## src/tshu_isqrt.sv

```systemverilog
// ----------------------------------------------------------------------------
// tshu_isqrt
// Pipelined floor square root of a 64-bit value, one result bit per stage.
// ----------------------------------------------------------------------------
module tshu_isqrt #(
  parameter int SB_W = 8
) (
  input  logic            clk,
  input  logic            rst,
  input  logic            in_vld,
  input  logic [63:0]     in_val,
  input  logic [SB_W-1:0] in_sb,
  output logic            out_vld,
  output logic [31:0]     out_root,
  output logic [SB_W-1:0] out_sb
);

  localparam int STEPS = 32;

  logic            vld [0:STEPS];
  logic [63:0]     rem [0:STEPS];
  logic [63:0]     res [0:STEPS];
  logic [SB_W-1:0] sb  [0:STEPS];

  assign vld[0] = in_vld;
  assign rem[0] = in_val;
  assign res[0] = 64'd0;
  assign sb[0]  = in_sb;

  for (genvar s = 0; s < STEPS; s++) begin : g_step
    localparam logic [63:0] BITV = 64'd1 << (62 - 2 * s);
    logic [63:0] trial;
    assign trial = res[s] + BITV;

    always_ff @(posedge clk) begin
      if (rst) begin
        vld[s+1] <= 1'b0;
      end else begin
        vld[s+1] <= vld[s];
      end
    end

    always_ff @(posedge clk) begin
      sb[s+1] <= sb[s];
      if (rem[s] >= trial) begin
        rem[s+1] <= rem[s] - trial;
        res[s+1] <= (res[s] >> 1) + BITV;
      end else begin
        rem[s+1] <= rem[s];
        res[s+1] <= res[s] >> 1;
      end
    end
  end

  assign out_vld  = vld[STEPS];
  assign out_root = res[STEPS][31:0];
  assign out_sb   = sb[STEPS];

endmodule

```

## config.mk

```make
export PLATFORM = sky130hd
export DESIGN_NAME = tshu_isqrt
export DESIGN_NICKNAME = d
export VERILOG_FILES = /design/src/tshu_isqrt.sv
export SDC_FILE = /design/constraint.sdc
export NUM_CORES = 2
export LEC_CHECK = 0
export CORE_AREA = 2 2 415 417
export DETAILED_ROUTE_END_ITERATION = 16
export DIE_AREA = 0 0 417 419
export DONT_BUFFER_PORTS = 1
export GPL_ROUTABILITY_DRIVEN = 0
export PLACE_DENSITY = 0.73
export SYNTH_ARGS = -nofsm -noshare
export SYNTH_HDL_FRONTEND = slang
export SYNTH_SLANG_ARGS = --single-unit
```

## constraint.sdc

```tcl
create_clock -name clk -period 6.1 [get_ports clk]
set_clock_uncertainty 0.2 [all_clocks]
set_input_delay 1.22 -clock clk [delete_from_list [all_inputs] [get_ports clk]]
set_output_delay 1.22 -clock clk [all_outputs]
set_load 0.01 [all_outputs]
```

==> metrics.md <==
| Metric | Value |
|---|---|
| Critical path endpoint category | `flop` |
| Syn Std Cell Area | `102000 um^2` |
| Number of buffers created by CTS | `289` |
| Slowest Stage Delay on Critical Path | `0.66 ns` |
| Number of detailed-routing iterations run before antenna repair | `7` |
| Number of synthesized register bits | `2800` |
| Total routed wirelength | `242000 um` |
| Layout cells sized above 1 | `6.09%` |
| Count of endpoints failing setup in the final report | `0` |
| All-Layer GR Usage | `27.2%` |
| Wire length of the first global-routing pass | `381000 um` |
| Cells along the critical path | `inv_1 > ha_1 > nor2b_1 > o31a_1 > o41ai_1 > o31ai_1 > a211oi_1 > o21ai_0 > a21boi_0 > o2111ai_1 > xnor2_1` |
| Starting Density | `59.5%` |
| Most area-consuming cells after synthesis | `sky130_fd_sc_hd__dfxtp_1 55%, sky130_fd_sc_hd__ha_1 6.9%, sky130_fd_sc_hd__xnor2_1 4.0%` |
| Maximum clock frequency | `220 MHz` |
| Final period util | `74.6%` |
| Number of global-route vias before repair | `71200` |
| Total nets after synthesis | `10600` |
| FF-to-FF setup slack | `1.55 ns` |
| Std-Cell Rows | `152` |
| Number of enable flip-flop cells after synthesis | `0` |
| Startpoint type of the worst setup path | `flop` |
| RSZ-0062 raised after global routing | `no` |
| Master cell of the clock root buffer | `sky130_fd_sc_hd__clkbuf_16` |
| Final routed DRC violation total | `0` |
| Switching power | `17.5 mW` |
| Share of the synthesized area in the top cell type | `55.2%` |
| Distinct cell type count after synthesis | `93` |
| Util after Layout | `66.4%` |
| Post-detailed-route wirelength per cell | `19.3 um` |
| Clock tree sinks | `2800` |
| Stages on the worst setup path | `11` |
| TritonCTS clock tree | `built` |
| Initial antenna violation count | `9` |
| Critical Path Sink | `rem[246]` |
| Min Clock Period, post-route | `4.55 ns` |
| Sequential share of power | `46.1%` |
| I/O pin count | `116` |
| Sum of negative setup slack | `0 ns` |
| Cts repair resizes | `0` |
| Maximum vdd drop | `0.387 mV` |
| Reg2Reg Depth | `11` |
| Sequential cell area fraction in the yosys report | `55.2%` |
| DIE HEIGHT | `419 um` |
| Pins over their slew limit | `0` |
| Total number of vias | `72100` |
| Placed wire-length estimate | `181000 um` |
| Count of mapped cells out of synthesis | `9999` |
| Worst Tran Pin Value | `1.40 ns` |
| Layout Area Growth over Synthesis | `11.5%` |
| Number of hold-repair buffers added at the cts stage | `0` |
| Worst-path clk slew | `0.06 ns` |
| Result of the run | `completed` |
| Comb power frac | `22.7%` |
| Yosys warnings | `0` |
| Number of input and output port buffers inserted | `0` |
| Mean instance size in the synthesized netlist | `10.2 um^2` |
| Static Leak | `51.6 nW` |
| Number of nets in the layout | `10700` |
| Post-CTS Setup Bufs | `0` |
| Via-to-Cell Ratio | `5.74` |
| Max Buffers Root-to-Sink | `4` |
| Path type of the worst setup path | `reg2reg` |
| Endpoints failing hold | `0` |
| Maximum Capacitance Violations | `0` |
| Reg-to-Reg Start | `res[264]` |
| Summed area of non-filler cells in the final layout | `113000 um^2` |
| DRC marker count from the first detailed-route iteration | `5930` |
| Dpl cell area | `104000 um^2` |
| Switching share of power | `31.5%` |
| Worst setup path startpoint | `res[264]` |
| Top cell type by total area after synthesis | `sky130_fd_sc_hd__dfxtp_1` |
| Share of total power in the clock network | `31.3%` |
| Fraction of registers with async set or reset after synthesis | `0%` |
| Worst hold-check path type | `reg2reg` |
| Die area | `175000 um^2` |
| Internal power contribution | `38.0 mW` |
| Worst slew margin | `5.41%` |
| Cell at the slowest stage of the critical path | `sky130_fd_sc_hd__o41ai_1` |
| Largest fanout of any net on the critical path | `5` |
| Std-Cell Core Area | `171000 um^2` |
| Later-pin clock latency in the skew report | `0.94 ns` |
| Fill count | `12800` |
| Post-synth top flop | `sky130_fd_sc_hd__dfxtp_1` |
| Capturing point of the worst reg2reg path | `rem[246]` |
| Required time worst endpoint | `6.67 ns` |
| Total global routing overflow | `0` |
| Power per Cell Area | `491 nW/um^2` |
| Antenna Nets Post-Route | `0` |
| Largest delay contributor family on the critical path | `compound AO/OA/AOI/OAI gates` |
| H-tree depth | `5` |
| Die Wd | `417 um` |
| Tightest hold margin | `0.0892 ns` |
| Worst endpoint data arrival time | `5.12 ns` |
| Number of buffers and inverters on the critical path | `1` |
| Largest net degree at the start of global routing | `64` |
## layout by cell type, fill, tap and decap left out, drive strengths merged, types with 19 or more instances in the layout
| cell type | netlist | layout |
|---|---|---|
| dfxtp | 2800 | 2800 |
| nand2 | 710 | 710 |
| inv | 692 | 699 |
| nor2 | 621 | 621 |
| ha | 558 | 558 |
| a21oi | 542 | 542 |
| o21ai | 503 | 503 |
| xnor2 | 464 | 464 |
| xor2 | 418 | 418 |
| clkbuf | 182 | 392 |
| nor4 | 323 | 323 |
| nor3 | 253 | 253 |
| a21o | 249 | 249 |
| nand4 | 173 | 173 |
| nand3 | 147 | 147 |
| nand2b | 116 | 116 |
| nor2b | 103 | 103 |
| or3 | 95 | 95 |
| o21a | 89 | 89 |
| or4 | 76 | 76 |
| clkinv | 0 | 53 |
| a211oi | 52 | 52 |
| mux2 | 51 | 51 |
| or2 | 51 | 51 |
| and3 | 49 | 49 |
| o21bai | 48 | 48 |
| o31ai | 47 | 47 |
| a31oi | 47 | 47 |
| nor4b | 46 | 46 |
| and2 | 43 | 43 |
| nand3b | 38 | 38 |
| o211ai | 33 | 33 |
| a211o | 29 | 29 |
| buf | 28 | 27 |
| nand4b | 26 | 26 |
| nor3b | 25 | 25 |
| bufinv | 0 | 23 |
| o2111ai | 23 | 23 |
| and4 | 19 | 19 |
## power by group through the flow
stage	combinational, mW	sequential, mW	clock, mW
2_1_floorplan	9.79	24.3	0
3_3_place_gp	12.0	25.8	0
3_5_place_dp	12.3	25.8	0
4_1_cts	12.5	25.5	17.7
5_1_grt	13.9	25.9	18.4
6_report	12.6	25.6	17.4
## sequential cells by signal, summed over array words and instances, names as in the netlist
register / count
out_sb: 8
sb: 248
vld: 31
out_vld: 1
rem: 1984
res: 496
out_root: 32
## layout make-up
class	count	area, um^2	share of cell area [%]
clock buffers	392	8280	7.31
well taps	2233	2790	2.47
inverters	692	2600	2.29
multi-input cells	6297	42100	37.2
repair buffers	27	203	0.179
diodes	15	37.5	0.0331
flip-flops and latches	2800	56100	49.5
clock inverters	96	1160	1.02
## cell usage after synthesis, types with 50 or more instances
| cell | count |
|---|---|
| sky130_fd_sc_hd__inv_1 | 686 |
| sky130_fd_sc_hd__nand2b_1 | 116 |
| sky130_fd_sc_hd__nor2b_1 | 103 |
| sky130_fd_sc_hd__xnor2_1 | 464 |
| sky130_fd_sc_hd__nor4_1 | 321 |
| sky130_fd_sc_hd__a21o_1 | 249 |
| sky130_fd_sc_hd__or4_1 | 73 |
| sky130_fd_sc_hd__o21ai_0 | 499 |
| sky130_fd_sc_hd__dfxtp_1 | 2800 |
| sky130_fd_sc_hd__mux2_2 | 50 |
| sky130_fd_sc_hd__xor2_1 | 418 |
| sky130_fd_sc_hd__ha_1 | 558 |
| sky130_fd_sc_hd__o21a_1 | 89 |
| sky130_fd_sc_hd__nand4_1 | 173 |
| sky130_fd_sc_hd__nand3_1 | 147 |
| sky130_fd_sc_hd__clkbuf_1 | 182 |
| sky130_fd_sc_hd__or3_1 | 94 |
| sky130_fd_sc_hd__nor3_1 | 250 |
| sky130_fd_sc_hd__nand2_1 | 710 |
| sky130_fd_sc_hd__a21oi_1 | 541 |
| sky130_fd_sc_hd__nor2_1 | 621 |
## metrics by stage
step / std cells / total power, mW / setup slack [ns]
2_1_floorplan: 9999 / 34.1 / 2.50
3_3_place_gp: 12000 / 37.8 / 1.88
3_5_place_dp: 12000 / 38.1 / 1.73
4_1_cts: 12500 / 55.6 / 1.62
5_1_grt: 12600 / 58.3 / 1.25
6_report: 12600 / 55.6 / 1.55
## worst min-delay path by stage
stage          startpoint   endpoint  slack (ns)  depth (start not counted)
2_1_floorplan       sb[8]  out_sb[0]        0.11                          0
3_3_place_gp      sb[238]    sb[230]        0.11                          0
3_5_place_dp      sb[175]    sb[167]        0.11                          0
4_1_cts        in_val[44]  rem[2028]        0.08                          0
5_1_grt          res[397]   res[332]        0.08                          0
6_report         res[397]   res[332]        0.09                          0
## cell families (layout without fill, tap and decap cells)
logic type | Yosys count | after routing | synth area share [%]
compound gates | 1854 | 1854 | 11.4
xor+xnor | 882 | 882 | 7.60
fa+ha+maj | 558 | 558 | 6.87
buf+inv | 902 | 1207 | 3.39
flops | 2800 | 2800 | 55.2
mux | 61 | 61 | 0.664
other cells | 0 | 15 | 0
simple gates | 2942 | 2942 | 14.9
## routing by layer
metal	wire, um	part of all wire [%]	GRT usage (%)
met4	11800	4.9	12.9
met2	117000	48	47.3
met5	28	0.012	0
met3	13600	5.6	4.14
met1	99700	41	33.1
Note: power is estimated with default switching activity, not from simulation.
